**src/design/fir_filter_circular_delay_defines.svh**
```systemverilog
// ----------------------------------------------------------------------------
// fir filter assertion macros
// shared property wrappers for the fir filter design files
// ----------------------------------------------------------------------------
`ifndef FIR_FILTER_CIRCULAR_DELAY_DEFINES_SVH
`define FIR_FILTER_CIRCULAR_DELAY_DEFINES_SVH

// same-cycle implication, disabled during reset
`define FIRC_ASSERT_NOW(label, clk, rst, ante, cons, msg) \
   label: assert property (@(posedge clk) disable iff (rst) (ante) |-> (cons)) \
      else $error(msg);

// next-cycle implication, disabled during reset
`define FIRC_ASSERT_NEXT(label, clk, rst, ante, cons, msg) \
   label: assert property (@(posedge clk) disable iff (rst) (ante) |=> (cons)) \
      else $error(msg);

`endif

```
**src/design/firc_pkg.sv**
```systemverilog
// ----------------------------------------------------------------------------
// fir filter package
// payload types, control structs and fixed constants of the fir filter
// ----------------------------------------------------------------------------
package firc_pkg;

   // fixed field widths
   localparam int SAMPLE_W    = 16;
   localparam int COEF_IDX_W  = 6;
   localparam int TAP_COUNT_W = 7;
   localparam int PROD_W      = 2 * SAMPLE_W;
   localparam int FRAC_BITS   = 15;

   // request operations
   localparam logic OP_FILTER = 1'b0;
   localparam logic OP_COEF   = 1'b1;

   // register reset value and saturation limits
   localparam logic [TAP_COUNT_W-1:0] TAP_COUNT_RESET = 7'd1;
   localparam logic signed [SAMPLE_W-1:0] SAT_MAX = 16'sh7fff;
   localparam logic signed [SAMPLE_W-1:0] SAT_MIN = 16'sh8000;

   typedef logic signed [SAMPLE_W-1:0] sample_type;
   typedef logic [TAP_COUNT_W-1:0] tap_count_type;

   typedef struct packed {
      logic                  operation;
      logic [COEF_IDX_W-1:0] coef_index;
      sample_type            coef_value;
      sample_type            sample;
   } req_type;

   typedef struct packed {
      sample_type filtered;
      logic       saturated;
   } rsp_type;

   // per-cell control
   typedef struct packed {
      logic shift;
      logic rotate;
      logic coef_write;
   } cell_ctrl_type;

   // multiply-accumulate control
   typedef struct packed {
      logic clear;
      logic mul_en;
      logic tap_live;
   } mac_ctrl_type;

endpackage

```
**src/design/firc_mac.sv**
```systemverilog
// ----------------------------------------------------------------------------
// fir filter multiply-accumulate
// one registered multiplier, a wide accumulator and q15 scaling with
// saturation to 16 bits
// ----------------------------------------------------------------------------
module firc_mac #(
   parameter int ACC_W = 38
) (
   input  logic                   clock,
   input  logic                   reset,
   input  firc_pkg::mac_ctrl_type ctrl,
   input  firc_pkg::sample_type   coef,
   input  firc_pkg::sample_type   samp,
   output firc_pkg::rsp_type      result
);

   localparam int HI_LSB = firc_pkg::FRAC_BITS + firc_pkg::SAMPLE_W - 1;

   logic signed [firc_pkg::PROD_W-1:0] prod_full;
   logic signed [firc_pkg::PROD_W-1:0] prod_ff, prod_in;
   logic                               prod_vld_ff;
   logic signed [ACC_W-1:0]            acc_ff, acc_in;
   logic [ACC_W-HI_LSB-1:0]            acc_hi;
   logic                               clip;

   // product stage, taps beyond the tap count add nothing
   assign prod_full = coef * samp;
   assign prod_in   = ctrl.tap_live ? prod_full : '0;

   always_ff @(posedge clock) begin
      if (reset) begin
         prod_vld_ff <= 1'b0;
      end else begin
         prod_vld_ff <= ctrl.mul_en;
      end
   end

   always_ff @(posedge clock) begin
      if (ctrl.mul_en) begin
         prod_ff <= prod_in;
      end
   end

   // accumulate stage
   always_comb begin
      acc_in = acc_ff;
      if (ctrl.clear) begin
         acc_in = '0;
      end else if (prod_vld_ff) begin
         acc_in = acc_ff + ACC_W'(prod_ff);
      end
   end

   always_ff @(posedge clock) begin
      if (reset) begin
         acc_ff <= '0;
      end else begin
         acc_ff <= acc_in;
      end
   end

   // scale by 2^-15 (floor) and clip to 16 bits
   assign acc_hi = acc_ff[ACC_W-1:HI_LSB];
   assign clip   = !((&acc_hi) || !(|acc_hi));

   always_comb begin
      result.saturated = clip;
      if (clip) begin
         result.filtered = acc_ff[ACC_W-1] ? firc_pkg::SAT_MIN : firc_pkg::SAT_MAX;
      end else begin
         result.filtered = acc_ff[HI_LSB:firc_pkg::FRAC_BITS];
      end
   end

endmodule

```
**config.mk**
```make
export PLATFORM = sky130hd
export DESIGN_NAME = firc_mac
export DESIGN_NICKNAME = d
export VERILOG_FILES = /design/src/design/fir_filter_circular_delay_defines.svh /design/src/design/firc_pkg.sv /design/src/design/firc_mac.sv
export SDC_FILE = /design/constraint.sdc
export NUM_CORES = 1
export LEC_CHECK = 0
export BUFFER_PORTS_ARGS = -buffer_cell sky130_fd_sc_hd__buf_4
export CAP_MARGIN = 20
export CORE_MARGIN = 2
export CORE_UTILIZATION = 65
export CTS_CLUSTER_DIAMETER = 100
export CTS_CLUSTER_SIZE = 10
export DETAILED_ROUTE_END_ITERATION = 6
export PLACE_DENSITY = 0.94
export SLEW_MARGIN = 20
export SYNTH_ARGS = -nofsm -noshare
export SYNTH_HDL_FRONTEND = slang
export SYNTH_SLANG_ARGS = --single-unit
```
**constraint.sdc**
```tcl
create_clock -name clock -period 16.05 [get_ports clock]
set_clock_uncertainty 0.1 [all_clocks]
set_input_delay 0.8025 -clock clock [delete_from_list [all_inputs] [get_ports clock]]
set_output_delay 0.8025 -clock clock [all_outputs]
set_load 0.01 [all_outputs]
```
Word level (Yosys, flattened, before mapping)
Cells that the tools add are included.

storage, ports and cells
  flip-flop bits (word level) = 71
  latch bits = 0
  bits in writable memories = 0
  ROM bits = 0
  bits of input ports = 37
  output and inout port bits = 17
  logic and storage cells = 13
  memories = 0

cells by class
  add/sub/neg operators = 1
  multipliers = 1
  divide/modulo/power cells = 0
  order comparisons = 0
  equality and inequality tests = 0
  shift-type cells = 0
  multiplexer cells = 2
  bitwise operators = 0
  reduce and logical (&&, ||, !) cells = 6

operator list
  cell                number
  $add A38 B32 Y38    1
  $mul A16 B16 Y32    1
  $mux W16            2
  $reduce_and A8 Y1   1
  $reduce_or A8 Y1    1
  $logic_not A1 Y1    2
  $reduce_or A2 Y1    1
  $logic_or A1 B1 Y1  1

Logic depth before layout (Yosys ltp)
  depth in word-level cells = 4
  depth in mapped cells = 23
  gate-level depth less buffers = 22

Worst setup path before layout
No wires, ideal clock.

  path type = in2reg
  start = in coef[15]
  end = reg prod_ff[31] in the netlist's numbering, data pin
  arrival time = 6.517 ns
  path slack = 9.178 ns
  cell stages on the path = 20
  buffers on the path = 1
  path through = clkbuf_1 -> nand2_1 -> inv_1 -> fa_1 -> fa_1 -> fa_1 -> fa_1 -> fa_1 -> inv_1 -> fa_1 -> inv_1 -> ha_1 -> nand3_1 -> or3_1 -> a211oi_4 -> o41ai_4 -> o211ai_2 -> a2111oi_2 -> or3_1 -> and3_1

between the ends
  word-level cells in the longest chain between the ends = 1

RTL lines
  element               RTL line        text
  start, declared       firc_mac.sv:12  input firc_pkg::sample_type coef,
  $mul A16 B16 Y32      firc_mac.sv:27  assign prod_full = coef * samp;
  end signal, assigned  firc_mac.sv:40  prod_ff <= prod_in;
  end, declared         firc_mac.sv:20  logic signed [firc_pkg::PROD_W-1:0] prod_ff, prod_in;

No other way between the ends.
A chain may end at the register's enable or synchronous reset.

Worst setup path in the final report
  start = in samp[1]
  end = reg prod_ff[31] in the netlist's numbering, data pin

between the ends
  word-level cells in the longest chain between the ends = 1

RTL lines
  element           RTL line        text
  start, declared   firc_mac.sv:13  input firc_pkg::sample_type samp,
  $mul A16 B16 Y32  firc_mac.sv:27

No other way between the ends.

==> reports/results.tsv <==
stage	metric	value	unit
yosys	ys flop type	dfxtp_1	
floorplan	die area	0.02342	mm^2
floorplan	Core ar.	0.02182	mm^2
final_layout	Fillers	1499	
critical_path	crit path kind	input port to flip-flop	
final_layout	sequential cell area	0.001742	mm^2
floorplan	IO Count	54	
clock_tree	Clock H-tree levels	3	
min_path	Hold/Removal Path Class	flip-flop to flip-flop	
global_route	Total GRT Usage	0.2996	
timing	Max Fclk	142.0	MHz
final_layout	commonest non-fill, non-tap cell in the layout	inv_1	
timing	worst relative slew slack	0.4316	
yosys	EDFF count, synth	32	
final_layout	area of the multi-input gates	0.01141	mm^2
placement	hpwl dp	27840	um
yosys	Syn Inst Count	1563	
run_status	status	completed	
drt	first-iteration detailed-routing DRC count	845	
critical_path	R2R cell count	12	
timing	fin. max-slew vios	0	
clock_tree	Clock transition at path regs	60	ps
critical_path	RR Startpoint	prod_ff[0]	
floorplan	Die Ht	153.0	um
clock_tree	CTS tree	built	
timing	minimum clock period	7045	ps
clock_tree	Sink Count	71	
critical_path	crit start category	input port	
yosys	async set or reset register ratio after synthesis	0	
run	max-capacitance violation count	0	
clock_tree	hold buffer count at CTS	0	
critical_path	crit end category	flip-flop	
yosys	Netlist cell types	76	
final_layout	share of cells above drive strength 1	0.05882	
global_route	GRT overflow	0	
yosys	register area share after synthesis	0.1207	
timing	setup_tns	0	ps
yosys	Mapped Nets	1982	
yosys	Yosys warning count	0	
drt	total number of vias	11150	
global_route	initial antenna violation count	0	
final_layout	most frequent cells in the layout	inv_1 (292), fa_1 (263), nand2_1 (154)	
final_layout	# nets final	1995	
floorplan	Starting Density	0.6614	
yosys	Syn Std Cell Area	0.01444	mm^2
clock_tree	cts bufs inserted	9	
drt	post-route DRC violation count	0	
timing	Final Setup Violations	0	
min_path	Hold Path Cell Cnt	2	
yosys	synthesized area per cell	9.236	um^2
critical_path	worst-path maximum fanout	16	
clock_tree	CTS root buffer	clkbuf_16	
final_layout	ANT cells	0	
timing	Final Hold Viols	0	
critical_path	FF-to-FF End	acc_ff[34]	
timing	Final Cycle Share	0.4389	
yosys	Synth area leaders	fa_1 (36%), ha_1 (10%), inv_1 (7.6%)	
critical_path	CP Data Required Time	16040	ps
placement	global placer's final weighted congestion	0.9265	
global_route	vias in the first global route	12210	
yosys	FF+latch count, synth	71	
final_layout	P&R area growth vs syn	5.946	%
placement	IO Port Bufs	53	
critical_path	Arr. time, crit path	7030	ps
yosys	post-synth top area cell	fa_1	
timing	Least-Margin Pin Slew	850.5	ps
drt	DR pass1 iterations	7	
yosys	top-area cell type share of the netlist area	0.3647	
drt	antenna viol nets, final	0	
clock_tree	CTS resizes	0	
clock_tree	clk_lat worst skew	330	ps
floorplan	die width	153.0	um
drt	DR vias/cell	5.991	
drt	Post-Route WL	34130	um
drt	routed len/inst	18.34	um
clock_tree	post-CTS setup buffers	0	
min_path	hold_sp	acc_ff[32]	
critical_path	FF-to-FF setup slack	12930	ps
clock_tree	Bufs on Longest Clock Path	2	
global_route	largest net degree at the start of global routing	37	
min_path	Worst Hold Path EP	acc_ff[32]	
floorplan	Rows	54	
global_route	global-route wire length before repair	57080	um
timing	RSZ-0062 raised after global routing	false	
[through the flow]
stage,worst slack [ps],area [um^2],instances,hold slack (ps),util
after floorplan,9178,14440,1563,342.8,-
after global placement,9019,14990,1845,367.1,0.6869
after detailed placement,8672,15000,1845,376.0,0.6872
after CTS,9033,15290,1861,383.7,0.7006
after global routing,8729,15290,1861,421.6,0.7008
final,9005,15290,1861,383.1,0.7008
[routing by layer]
| layer | wire length [um] | vias to the layer above | global-route usage |
|---|---|---|---|
| met5 | 0 | - | 0 |
| met4 | 1234 | 0 | 0.1208 |
| met3 | 2976 | 130 | 0.05841 |
| met2 | 17260 | 593 | 0.5351 |
| met1 | 12670 | 5460 | 0.3557 |
| li1 | - | 4967 | - |
[worst max-delay path by stage]
stage,start,endpoint,cells after the start,slack (ps)
CTS,samp[1],prod_ff[31],20,9030
global placement,samp[1],prod_ff[31],20,9020
global route,samp[1],prod_ff[31],20,8730
detailed placement,samp[1],prod_ff[31],20,8670
floorplan,coef[15],prod_ff[31],20,9180
finish,samp[1],prod_ff[31],20,9010
[Yosys cell counts, types with 3 or more instances]
master	n
a211oi_1	12
a21boi_1	3
a21o_1	40
a21oi_1	56
a31oi_1	4
and2_1	153
and3_1	6
and3b_1	4
clkbuf_1	49
dfxtp_1	39
edfxtp_1	32
fa_1	263
ha_1	119
inv_1	292
mux2i_1	22
nand2_1	154
nand2b_1	11
nand3_1	15
nand4_1	8
nor2_1	69
nor2b_1	6
nor3_1	13
nor3b_1	6
nor4_1	3
o211ai_1	9
o21a_1	6
o21ai_0	28
o21ai_1	15
o21bai_1	4
o31ai_1	4
or2_2	4
or3_1	6
or4_1	3
xnor2_1	42
xor2_1	15
[state kept, by name, indices dropped and copies added (netlist names)]
name / count
acc_ff: 38
prod_ff: 32
prod_vld_ff: 1
[logic make-up (layout without fill, tap and decap cells)]
kind of cell,Yosys count,after routing,share of synthesized area
muxes,22,22,0.01526
xor gates and xnor gates,57,57,0.03458
and+or+nand+nor,474,474,0.1695
AOI/OAI and AO/OA,213,213,0.1023
adders and majority gates,382,382,0.4679
buffers and inverters,344,362,0.08980
DFF,71,71,0.1207
[area by class of cell]
cell class	instances	share of cell area
Clock buffer	11	0.01522
Timing Repair Buffer	54	0.02651
Tap cell	280	0.02291
Multi-Input combinational cell	1148	0.7460
Sequential cell	71	0.1139
Inverter	292	0.07167
Clock inverter	5	0.003845
[worst max-delay path, stage by stage]
cell       delay, ps
buf_4            170
nand2_1          140
inv_1            120
fa_1             690
fa_1             850
fa_1             510
fa_1             510
fa_1             500
inv_1             60
fa_1             470
inv_1             40
ha_1             370
nand3_1           90
or3_1            390
a211oi_4         280
o41ai_4          120
o211ai_2         240
a2111oi_2        120
or3_1            340
and3_1           190
Power is not shown: default switching activity piles up to over one toggle a cycle in this logic, so the estimate is an artifact.
