===== src/design/fir_filter_circular_delay_defines.svh =====
// ----------------------------------------------------------------------------
// fir filter assertion macros
// shared property wrappers for the fir filter design files
// ----------------------------------------------------------------------------
`ifndef FIR_FILTER_CIRCULAR_DELAY_DEFINES_SVH
`define FIR_FILTER_CIRCULAR_DELAY_DEFINES_SVH

// same-cycle implication, disabled during reset
`define FIRC_ASSERT_NOW(label, clk, rst, ante, cons, msg) \
   label: assert property (@(posedge clk) disable iff (rst) (ante) |-> (cons)) \
      else $error(msg);

// next-cycle implication, disabled during reset
`define FIRC_ASSERT_NEXT(label, clk, rst, ante, cons, msg) \
   label: assert property (@(posedge clk) disable iff (rst) (ante) |=> (cons)) \
      else $error(msg);

`endif


===== src/design/firc_pkg.sv =====
// ----------------------------------------------------------------------------
// fir filter package
// payload types, control structs and fixed constants of the fir filter
// ----------------------------------------------------------------------------
package firc_pkg;

   // fixed field widths
   localparam int SAMPLE_W    = 16;
   localparam int COEF_IDX_W  = 6;
   localparam int TAP_COUNT_W = 7;
   localparam int PROD_W      = 2 * SAMPLE_W;
   localparam int FRAC_BITS   = 15;

   // request operations
   localparam logic OP_FILTER = 1'b0;
   localparam logic OP_COEF   = 1'b1;

   // register reset value and saturation limits
   localparam logic [TAP_COUNT_W-1:0] TAP_COUNT_RESET = 7'd1;
   localparam logic signed [SAMPLE_W-1:0] SAT_MAX = 16'sh7fff;
   localparam logic signed [SAMPLE_W-1:0] SAT_MIN = 16'sh8000;

   typedef logic signed [SAMPLE_W-1:0] sample_type;
   typedef logic [TAP_COUNT_W-1:0] tap_count_type;

   typedef struct packed {
      logic                  operation;
      logic [COEF_IDX_W-1:0] coef_index;
      sample_type            coef_value;
      sample_type            sample;
   } req_type;

   typedef struct packed {
      sample_type filtered;
      logic       saturated;
   } rsp_type;

   // per-cell control
   typedef struct packed {
      logic shift;
      logic rotate;
      logic coef_write;
   } cell_ctrl_type;

   // multiply-accumulate control
   typedef struct packed {
      logic clear;
      logic mul_en;
      logic tap_live;
   } mac_ctrl_type;

endpackage


===== src/design/firc_cell.sv =====
// ----------------------------------------------------------------------------
// fir filter delay cell
// holds one delayed sample and its coefficient; shifts on a new sample and
// rotates sample and coefficient together towards the head while filtering
// ----------------------------------------------------------------------------
module firc_cell (
   input  logic                    clock,
   input  logic                    reset,
   input  firc_pkg::cell_ctrl_type ctrl,
   input  firc_pkg::sample_type    shift_in,
   input  firc_pkg::sample_type    rot_samp_in,
   input  firc_pkg::sample_type    rot_coef_in,
   input  firc_pkg::sample_type    coef_wdata,
   output firc_pkg::sample_type    samp_out,
   output firc_pkg::sample_type    coef_out
);

   firc_pkg::sample_type samp_ff, samp_in;
   firc_pkg::sample_type coef_ff, coef_in;

   // next sample and coefficient
   always_comb begin
      samp_in = samp_ff;
      coef_in = coef_ff;
      if (ctrl.shift) begin
         samp_in = shift_in;
      end else if (ctrl.rotate) begin
         samp_in = rot_samp_in;
         coef_in = rot_coef_in;
      end
      if (ctrl.coef_write) begin
         coef_in = coef_wdata;
      end
   end

   // cell storage, cleared on reset
   always_ff @(posedge clock) begin
      if (reset) begin
         samp_ff <= '0;
         coef_ff <= '0;
      end else begin
         samp_ff <= samp_in;
         coef_ff <= coef_in;
      end
   end

   assign samp_out = samp_ff;
   assign coef_out = coef_ff;

endmodule


===== config.mk =====
export PLATFORM = sky130hd
export DESIGN_NAME = firc_cell
export DESIGN_NICKNAME = d
export VERILOG_FILES = /design/src/design/fir_filter_circular_delay_defines.svh /design/src/design/firc_pkg.sv /design/src/design/firc_cell.sv
export SDC_FILE = /design/constraint.sdc
export NUM_CORES = 1
export LEC_CHECK = 0
export BUFFER_PORTS_ARGS = -buffer_cell sky130_fd_sc_hd__buf_2
export CORE_MARGIN = 3
export CORE_UTILIZATION = 39
export CTS_BUF_LIST = sky130_fd_sc_hd__clkbuf_2
export DETAILED_ROUTE_END_ITERATION = 10
export GPL_TIMING_DRIVEN = 0
export PLACE_DENSITY = 0.8
export SYNTH_ARGS = -nofsm -noshare
export SYNTH_HDL_FRONTEND = slang
export SYNTH_SLANG_ARGS = --single-unit

===== constraint.sdc =====
create_clock -name clock -period 1 [get_ports clock]
set_input_delay 0.15 -clock clock [delete_from_list [all_inputs] [get_ports clock]]
set_output_delay 0.15 -clock clock [all_outputs]
set_load 0.005 [all_outputs]

# After elaboration in Yosys (flattened, before gate mapping)
# Index checks and enable logic that the tools add are counted.
[totals]
register_bits = 32
inputBits = 69
wordCells = 11
[classes]
eq_ne = 1
n_mux = 5
n_reduce_logical = 3
[op_table]
columns = ["op", "count"]
rows = [
  ["$mux 16", 5],
  ["$reduce_bool 2->1", 2],
  ["$ne 2x2->1 const B", 1],
  ["$reduce_and 2->1", 1],
]

# Longest topological paths before layout
# Gate-level depths: netlist of run 1.
[depth]
word_depth = 3
mapped_depth = 6
ltp_nobuf = 3

# Least setup slack after synthesis of run 1
# OpenSTA, ideal clock, no wires.
[synth_path]
kind = "input -> register"
start = "input ctrl[1] in the netlist's numbering"
end = "register coef_ff[10], in the netlist coef_out[10]"
setup_ps = 157
arrival_time_ps = 905
path_slack_ps = -63
cell_stages = 6
path_buffers = 3
cell_sequence = "buf_6 -> and2b_1 -> buf_6 -> buf_6 -> nor3_1 -> a2111oi_2"
[synth_between]
elab_chain_len = 2
[synth_lines]
columns = ["item", "line_no", "text"]
rows = [
  ["from (decl)", "firc_cell.sv:9", "input firc_pkg::cell_ctrl_type ctrl,"],
  ["$reduce_bool 2->1 (no source line)", "--", ""],
  ["$reduce_and 2->1 (no source line)", "--", ""],
  ["to (signal assigned)", "firc_cell.sv:43", "coef_ff <= coef_in;"],
  ["to (decl)", "firc_cell.sv:19", "firc_pkg::sample_type coef_ff, coef_in;"],
]
# No other way between the ends.
# A chain may end at the register's enable or synchronous reset.

# Worst setup path in the final report of run 1
[layout_path]
start = "register coef_ff[8], in the netlist coef_out[8]"
end = "output coef_out[8]"
[layout_rtl]
columns = ["item", "line_no", "text"]
rows = [
  ["to (decl)", "firc_cell.sv:15", "output firc_pkg::sample_type coef_out"],
]
# No word-level cell between the ends.

==> results of run 1 <==
-- power by group through the flow --
stage / clock network, mW / registers, mW / logic (mW)
floorplan: 0 / 1.46 / 0.345
global placement: 0 / 1.45 / 0.630
detailed placement: 0 / 1.45 / 0.642
CTS: 0.625 / 1.44 / 0.732
global route: 0.687 / 1.46 / 0.851
finish: 0.616 / 1.45 / 0.778
-- synth_stat cells, drive strengths merged --
library cell  number
nand2b             1
nor3              32
dfxtp             32
buf               10
and2b              1
clkbuf             7
nor2b             16
a2111oi           16
nand2             16
mux2i             16
inv               16
o21ai             16
-- metal layers --
layer | routed length, microns | GRT usage (%) | vias up | part of all wire, %
li1 | - | - | 887 | -
met4 | 40 | 6.38 | 0 | 0.77
met5 | 0 | 0 | - | 0
met1 | 2120 | 22.2 | 797 | 41
met3 | 450 | 7.19 | 4 | 8.7
met2 | 2580 | 32.9 | 83 | 50
-- repair_timing --
action / 4_1_cts / 5_1_grt
buffers inserted: 12 / 3
hold endpoints to repair: 9 / 2
hold buffers: 10 / 2
gates resized for setup: 31 / 7
setup endpoints to repair: 32 / 32
-- sequential cells by signal, indices dropped and copies added, names as in the netlist --
name,cells
samp_out,16
coef_out,16
-- worst paths after layout --
path                            cells after the start          end  slack [ps]     startpoint
worst max register to register                      3  coef_out[8]          30    coef_out[8]
worst min-delay path                                3  coef_out[5]          10  coef_wdata[5]
worst min register to register                      2  coef_out[3]         650    coef_out[3]
worst max-delay path                                1  coef_out[8]         -10    coef_out[8]
-- cell type report --
type / count / area share, %
inverters: 16 / 2.34
plain buffers: 17 / 4.58
flip-flops and latches: 32 / 26.5
repair buffers: 125 / 29.6
clock inverters: 3 / 0.536
well taps: 48 / 2.34
clock buffers: 5 / 0.975
multi-input cells: 114 / 33.1
-- per-stage QoR --
stage,util (%),hold slack [ps],total power [mW]
2_1_floorplan,-,230,1.80
3_3_place_gp,58.4,407,2.08
3_5_place_dp,58.4,418,2.09
4_1_cts,65.4,2.94,2.79
5_1_grt,67.6,-3.07,2.99
6_report,67.6,11.8,2.84
-- logic make-up after synthesis --
logic type             Yosys count
AO/OA/AOI/OAI                   32
buffers and inverters           33
flip-flops                      32
multiplexers                    16
AND/OR/NAND/NOR                 66
==> results.cfg, run 1 <==
[status]
status = complete, but fails checks
failed_checks = negative setup slack

[yosys]
synth_compound_area_share_pct = 19.1
synthMuxAreaShare_pct = 10.0
yosysTopAreaCellShare_pct = 40.1
synthTopCellsByArea = dfxtp_1 40%, a2111oi_2 12%, mux2i_1 10%
synth_xor_area_share_pct = 0
netlist_instances = 179
synth_top_family_by_area = simple AND/OR/NAND/NOR gates
syn-num-nets = 248
synthAdderAreaFrac_pct = 0
synth-simple-area-share_pct = 20.9
syn-cell-area_sq_um = 1600
synth_cell_type_count = 16
yosys_warnings = 0
yosysSeqAreaShare_pct = 40.1
synth.avg_cell_area_sq_um = 8.92
synth-seq-cells = 32
yosysTopAreaCell = dfxtp_1

[critical_path]
required_ps = 850
crit_chain = buf_6
worstSetupPathType = reg -> out
worstPathMaxFanout = 2
cp_data_arrival_time_ps = 860
cp_slowest_stage_delay_ps = 400
crit_buf_inv = 1
endpoint_kind = primary output
critPathTopFamily = flip-flops
crit_path_top_delay_cell = dfxtp_2
cp-start-kind = flop

[layout]
final_area_sq_um = 2570
layout_commonest_cell = buf_2
ff_latch_area_sq_um = 681
layout.nets = 380
area_growth_pct = 60.8
final_cells = 360
fillers = 308
diodes = 0
drive_gt1_share_pct = 59.0
multiInputGateArea_sq_um = 850
layout_common_cells = 95 x buf_2, 32 x dfxtp_2, 22 x nor3_1

[sta]
slew_headroom_pct = 51.5
fin_skew_ps = 0
worst_pin_slew_ps = 727
fin_setup_tns_ps = -13.0
final-hold-violation-count = 0
drv_slew = 0
final.min_clock_period_ps = 1010
finalCritPeriodShare_pct = 101
max_freq_mhz = 987
setup_viol = 1
rsz0062_at_grt = true
timing.final.ws_setup_ps = -13.0

[placement]
portBuffers = 98
hpwlAfterDp_microns = 3470
placed_area_sq_um = 2220
place_worst_setup_slack_ps = -212
numPlacedInstances = 325
routabilityCongestion = 0.779

[power_and_ir_drop]
leakage_nw = 1.26
p_comb_share_pct = 27.4
switching_share_pct = 30.0
cellInternalPower_mw = 1.99
power_frac_clock_pct = 21.7
p_per_area_nw_per_um2 = 1110
vdd_drop_max_mv = 0.578
p_seq_share_pct = 50.9
p_sw_mw = 0.853

[global_route]
antenna_found_initial = 0
grt-ovfl-total = 0
grtUsageTotal_pct = 19.3
grt_max_degree = 11
grt_pass1_vias = 1694
grt_first_pass_wirelength_microns = 7690

[die]
fp.dieW_microns = 70.0
num_rows = 22
coreArea_sq_um = 3800
die_area_sq_um = 4900
io_pins = 101
initial_core_util_pct = 42.0
fp.dieH_microns = 70.0

[detailed_routing]
vias = 1771
firstDrtPassIters = 4
drtAntennaViolNets = 0
drt_iter0_drc = 75
routed_wl_microns = 5200
drc = 0
wl_per_cell_microns = 14.4
vias_per_cell = 4.92

[cts]
clk_pin_slew_ps = 180
tritoncts = done
insertion_delay_ps = 350
h-tree-depth = 2
numCtsBuffers = 5
cts_root_buf = clkbuf_2
clock_sinks = 32
ctsLongestPathBuffers = 2

[run]
drv_cap = 0

[hold_path]
hold_path.class = in -> reg
Note: power is estimated with default switching activity, not from simulation.
==> inputs of run 2 (changes only) <==
PLACE_DENSITY = 0.77   (was 0.8)
==> run 2 against run 1 <==
Compared with the run above: the run still ends with negative setup slack left; critical path type unchanged; largest power group unchanged; clock-buffer cell count stayed put; die area stayed put; register-to-register slack better by 20 ps; global-route usage is 0.63 points higher; sequential power hardly changed; largest cell class unchanged; worst hold slack better by 11 ps; clock power is 2% lower.
==> results.cfg, run 2 (same netlist as run 1, synthesis figures left out) <==
[power_and_ir_drop]
vdd_drop_max_mv = 0.657
p_per_area_nw_per_um2 = 1100
leakage_nw = 1.26

[global_route]
grt_max_degree = 11
grt_first_pass_wirelength_microns = 7890
grtUsageTotal_pct = 20.0
antenna_found_initial = 0
grt_pass1_vias = 1705
grt-ovfl-total = 0

[detailed_routing]
drt_iter0_drc = 129
vias_per_cell = 5.03
wl_per_cell_microns = 14.4
firstDrtPassIters = 4
routed_wl_microns = 5150
drtAntennaViolNets = 0
drc = 0
vias = 1794

[sta]
timing.final.ws_setup_ps = -1.33
drv_slew = 0
slew_headroom_pct = 48.1
fin_skew_ps = 0
max_freq_mhz = 999
setup_viol = 1
final.min_clock_period_ps = 1000
rsz0062_at_grt = true
worst_pin_slew_ps = 779
final-hold-violation-count = 0
finalCritPeriodShare_pct = 100

[critical_path]
worstPathMaxFanout = 2
r2r-start = coef_out[4]
reg2reg_depth = 3
crit_chain = buf_2
required_ps = 850
crit_buf_inv = 1
cp-start-kind = flop
rr_endpoint = coef_out[4]
cp_slowest_stage_delay_ps = 360
critPathTopFamily = flip-flops
r2r_slack_ps = 50
crit_path_top_delay_cell = dfxtp_2
cp_data_arrival_time_ps = 850
endpoint_kind = primary output
worstSetupPathType = reg -> out

[layout]
diodes = 0
final_area_sq_um = 2610
drive_gt1_share_pct = 59.2
area_growth_pct = 63.4
layout_common_cells = 87 x buf_2, 32 x dfxtp_2, 22 x nor3_1
layout_commonest_cell = buf_2
layout.nets = 377

[die]
num_rows = 22
coreArea_sq_um = 3800
initial_core_util_pct = 42.0
fp.dieW_microns = 70.0
io_pins = 101
fp.dieH_microns = 70.0
die_area_sq_um = 4900

[placement]
place_worst_setup_slack_ps = -195
hpwlAfterDp_microns = 3430
routabilityCongestion = 0.800
portBuffers = 98
placed_area_sq_um = 2220

[status]
status = complete, but fails checks
failed_checks = negative setup slack

[cts]
clk_pin_slew_ps = 180
clock_sinks = 32
tritoncts = done
insertion_delay_ps = 360
cts_root_buf = clkbuf_2
numCtsBuffers = 5
h-tree-depth = 2
ctsLongestPathBuffers = 2

[hold_path]
min_path_cells = 3
hold_path.class = in -> reg
hold_end = coef_out[4]
min_from = coef_wdata[4]

[run]
drv_cap = 0
run 2: worst register-to-register path, cell delays in order (launching register included):
cell       delay, ps
dfxtp_2          360
buf_4            130
nor3_1           260
a2111oi_2         70
run 2: layer usage:
layer | vias up | wire [microns] | GRT usage, %
met5 | - | 0 | 0
met4 | 0 | 73 | 5.74
met3 | 9 | 570 | 8.06
met2 | 99 | 2470 | 33.8
met1 | 803 | 2030 | 23.1
li1 | 883 | - | -
run 2: final cells by class:
cell class,instances,area [sq um]
Buffer,17,118
Clock buffer,5,25.0
Clock inverter,3,13.8
Fill cell,300,1190
Inverter,16,60.1
Multi-Input combinational cell,114,868
Sequential cell,32,681
Tap cell,48,60.1
Timing Repair Buffer,122,783
run 2: per-stage QoR:
step                hold WS, ps  power, mW  instances  util [%]  TNS [ps]
floorplan                   230       1.80        179         -         0
global placement            408       2.08        325      58.4     -2800
detailed placement          418       2.09        325      58.4     -3300
CTS                        3.64       2.80        355      66.1      -287
global route               11.8       3.02        357      68.7     -1240
finish                     23.0       2.86        357      68.7     -1.33
run 2: timing repair:
| item | in CTS | in global routing |
|---|---|---|
| gates resized for setup | 35 | 13 |
| hold buffers | 10 | 0 |
| pin swaps | 0 | 1 |
| endpoints found under the hold margin | 8 | 0 |
| endpoints found under the setup margin | 31 | 32 |
| setup buffers | 12 | 2 |
run 2: worst max path at each step:
stage                      startpoint            to  slack (ps)  cells after the start
after floorplan               ctrl[1]  coef_out[10]           4                      6
after global placement        ctrl[0]   coef_out[0]        -200                      3
after detailed placement      ctrl[2]   coef_out[8]        -200                      6
after CTS                 samp_out[5]   samp_out[5]         -30                      1
after global routing      samp_out[2]   samp_out[2]         -70                      1
final                     samp_out[5]   samp_out[5]          -1                      1
run 2: power breakdown:
part           switching, mW  total, mW  internal [mW]
Clock                  0.447      0.604          0.157
Combinational          0.343      0.806          0.463
Sequential            0.0582       1.45           1.39
Total                  0.848       2.86           2.01
==> inputs of run 3 (changes only) <==
ABC_AREA = 1   (was unset)
CORE_UTILIZATION = 40   (was 39)
GPL_TIMING_DRIVEN = unset   (was 0)
PLACE_DENSITY = 0.78   (was 0.77)
==> run 3 against run 2 <==
Compared with the run above: the run now ends clean; sequential share of layout area grew 2.0 points; fmax increased by 5.3%; synthesized cell count increased by 55%; setup slack gained 51 ps; die area is 2.5% higher; clock-buffer cell count increased by 2; area after synthesis increased by 5.3%; first-iteration DRC count decreased by 30%; clock power is 4.8% lower; critical endpoint is now coef_out[6]; highest routed layer unchanged.
==> results.cfg, run 3 <==
[layout]
layout_commonest_cell = nand2_1
area_growth_pct = 43.7
layout.nets = 448
drive_gt1_share_pct = 40.0
diodes = 0
final_area_sq_um = 2420
layout_common_cells = 112 x nand2_1, 88 x buf_2, 48 x nand3_1
postLayoutCoreUtil_pct = 62.7

[yosys]
synthArstFlopShare_pct = 0
yosys_warnings = 0
synth_top_cells_by_count = 112 x nand2_1, 48 x nand3_1, 33 x inv_1
syn-num-nets = 347
yosysSeqAreaShare_pct = 38.1
synth_ff_type = dfxtp_1
syn-cell-area_sq_um = 1680
synth_cell_type_count = 14
netlist_instances = 278
synth_most_common_cell = nand2_1
synth-seq-cells = 32
synthTopCellsByArea = dfxtp_1 38%, nand2_1 25%, nand3_1 14%
yosysTopAreaCell = dfxtp_1
synth.avg_cell_area_sq_um = 6.05
yosysTopAreaCellShare_pct = 38.1
synth_edf_count = 0

[placement]
place_worst_setup_slack_ps = -10.6
placed_area_sq_um = 2260
portBuffers = 100
routabilityCongestion = 0.786
hpwlAfterDp_microns = 3300

[run]
drv_cap = 0

[cts]
cts_root_buf = clkbuf_2
tritoncts = done
insertion_delay_ps = 320
ctsLongestPathBuffers = 2
clock_sinks = 32
clk_pin_slew_ps = 150
h-tree-depth = 2
numCtsBuffers = 5

[critical_path]
startpoint = coef_out[6]
endpoint_kind = primary output
critPathTopFamily = flip-flops
cp-start-kind = flop
crit_buf_inv = 1
crit_chain = buf_6
cp_data_arrival_time_ps = 800
crit_path_top_delay_cell = dfxtp_2
cp_slowest_stage_delay_ps = 360
reg2reg_depth = 5
r2r-start = coef_out[13]
rr_endpoint = coef_out[13]
worstPathMaxFanout = 2
required_ps = 850
worstSetupPathType = reg -> out
r2r_slack_ps = 240

[power_and_ir_drop]
vdd_drop_max_mv = 0.560
p_per_area_nw_per_um2 = 1130
leakage_nw = 1.45

[sta]
fin_setup_tns_ps = 0
timing.final.ws_setup_ps = 49.5
max_freq_mhz = 1050
worst_pin_slew_ps = 355
fin_skew_ps = 0
drv_slew = 0
setup_viol = 0
slew_headroom_pct = 76.3
final.min_clock_period_ps = 951
final-hold-violation-count = 0
finalCritPeriodShare_pct = 95.1
rsz0062_at_grt = true

[hold_path]
hold_path.class = in -> reg
min_path_cells = 5
min_from = shift_in[14]
hold_end = samp_out[14]

[die]
num_rows = 22
io_pins = 101
fp.dieH_microns = 70.8
initial_core_util_pct = 43.6
coreArea_sq_um = 3850
die_area_sq_um = 5020
fp.dieW_microns = 70.8

[detailed_routing]
drt_iter0_drc = 90
drtAntennaViolNets = 0
vias = 1913
vias_per_cell = 4.47
firstDrtPassIters = 4
drc = 0
wl_per_cell_microns = 10.1
routed_wl_microns = 4310

[global_route]
grt_first_pass_wirelength_microns = 7210
grtUsageTotal_pct = 17.4
grt_pass1_vias = 1684
antenna_found_initial = 0
grt-ovfl-total = 0
grt_max_degree = 33

[status]
status = finished, final reports clean
[run 3: cell types whose count changed after synthesis, sizes merged, moves of 19 or more]
cell and change:
nor3 -32, inv +19, nand2 +97, nor2 +33, nand3 +48
[run 3: final cells by class]
| type | instances | area, sq um |
|---|---|---|
| clock buffers | 7 | 35.0 |
| multi-input cells | 195 | 815 |
| well taps | 48 | 60.1 |
| flip-flops and latches | 32 | 678 |
| fillers | 385 | 1440 |
| clock inverters | 1 | 3.75 |
| repair buffers | 110 | 688 |
| inverters | 35 | 136 |
[run 3: worst max path at each step]
stage                     cells past startpoint  slack [ps]            to
after floorplan                               6         120  coef_out[10]
after global placement                        6          30  samp_out[12]
after detailed placement                      5         -10   coef_out[6]
after CTS                                     1           2   samp_out[1]
after global routing                          1         -40   samp_out[3]
final                                         1          50   coef_out[6]
[run 3: what timing repair did]
action / 4_1_cts / 5_1_grt
endpoints found under the setup margin: 5 / 30
buffers inserted: 0 / 1
hold buffers: 0 / 0
gates resized for setup: 5 / 37
[run 3: kinds of logic after synthesis]
kind of cell,Yosys count,share of synthesized area [%]
AO/OA/AOI/OAI,1,0.968
buffers and inverters,51,13.5
flip-flops,32,38.1
AND/OR/NAND/NOR,194,47.5
[run 3: per-stage QoR]
step	instances	total power, mW	hold slack [ps]
after CTS	427	2.72	70.0
final	428	2.73	106
after detailed placement	419	2.12	448
after global placement	419	2.11	446
after global routing	428	2.95	73.8
after floorplan	278	1.81	343
[run 3: layer usage]
layer  global-route usage [%]  part of all wire [%]
met5                        0                     0
met4                     5.01                  0.97
met3                     5.11                   9.8
met2                     29.0                    46
met1                     21.7                    43
[run 3: power by group]
part           switching (mW)  internal (mW)  total, mW  leakage [nW]
Combinational           0.344          0.371      0.715          1.14
Clock                   0.387          0.188      0.575        0.0306
Sequential             0.0544           1.39       1.44         0.275
Total                   0.785           1.95       2.73          1.45
[run 3: worst register-to-register path, cell delays in order (launching register included)]
cell and delay (ps):
dfxtp_2 350, buf_4 120, inv_1 40, nand3_1 60, nand2_1 70, nor2_1 40
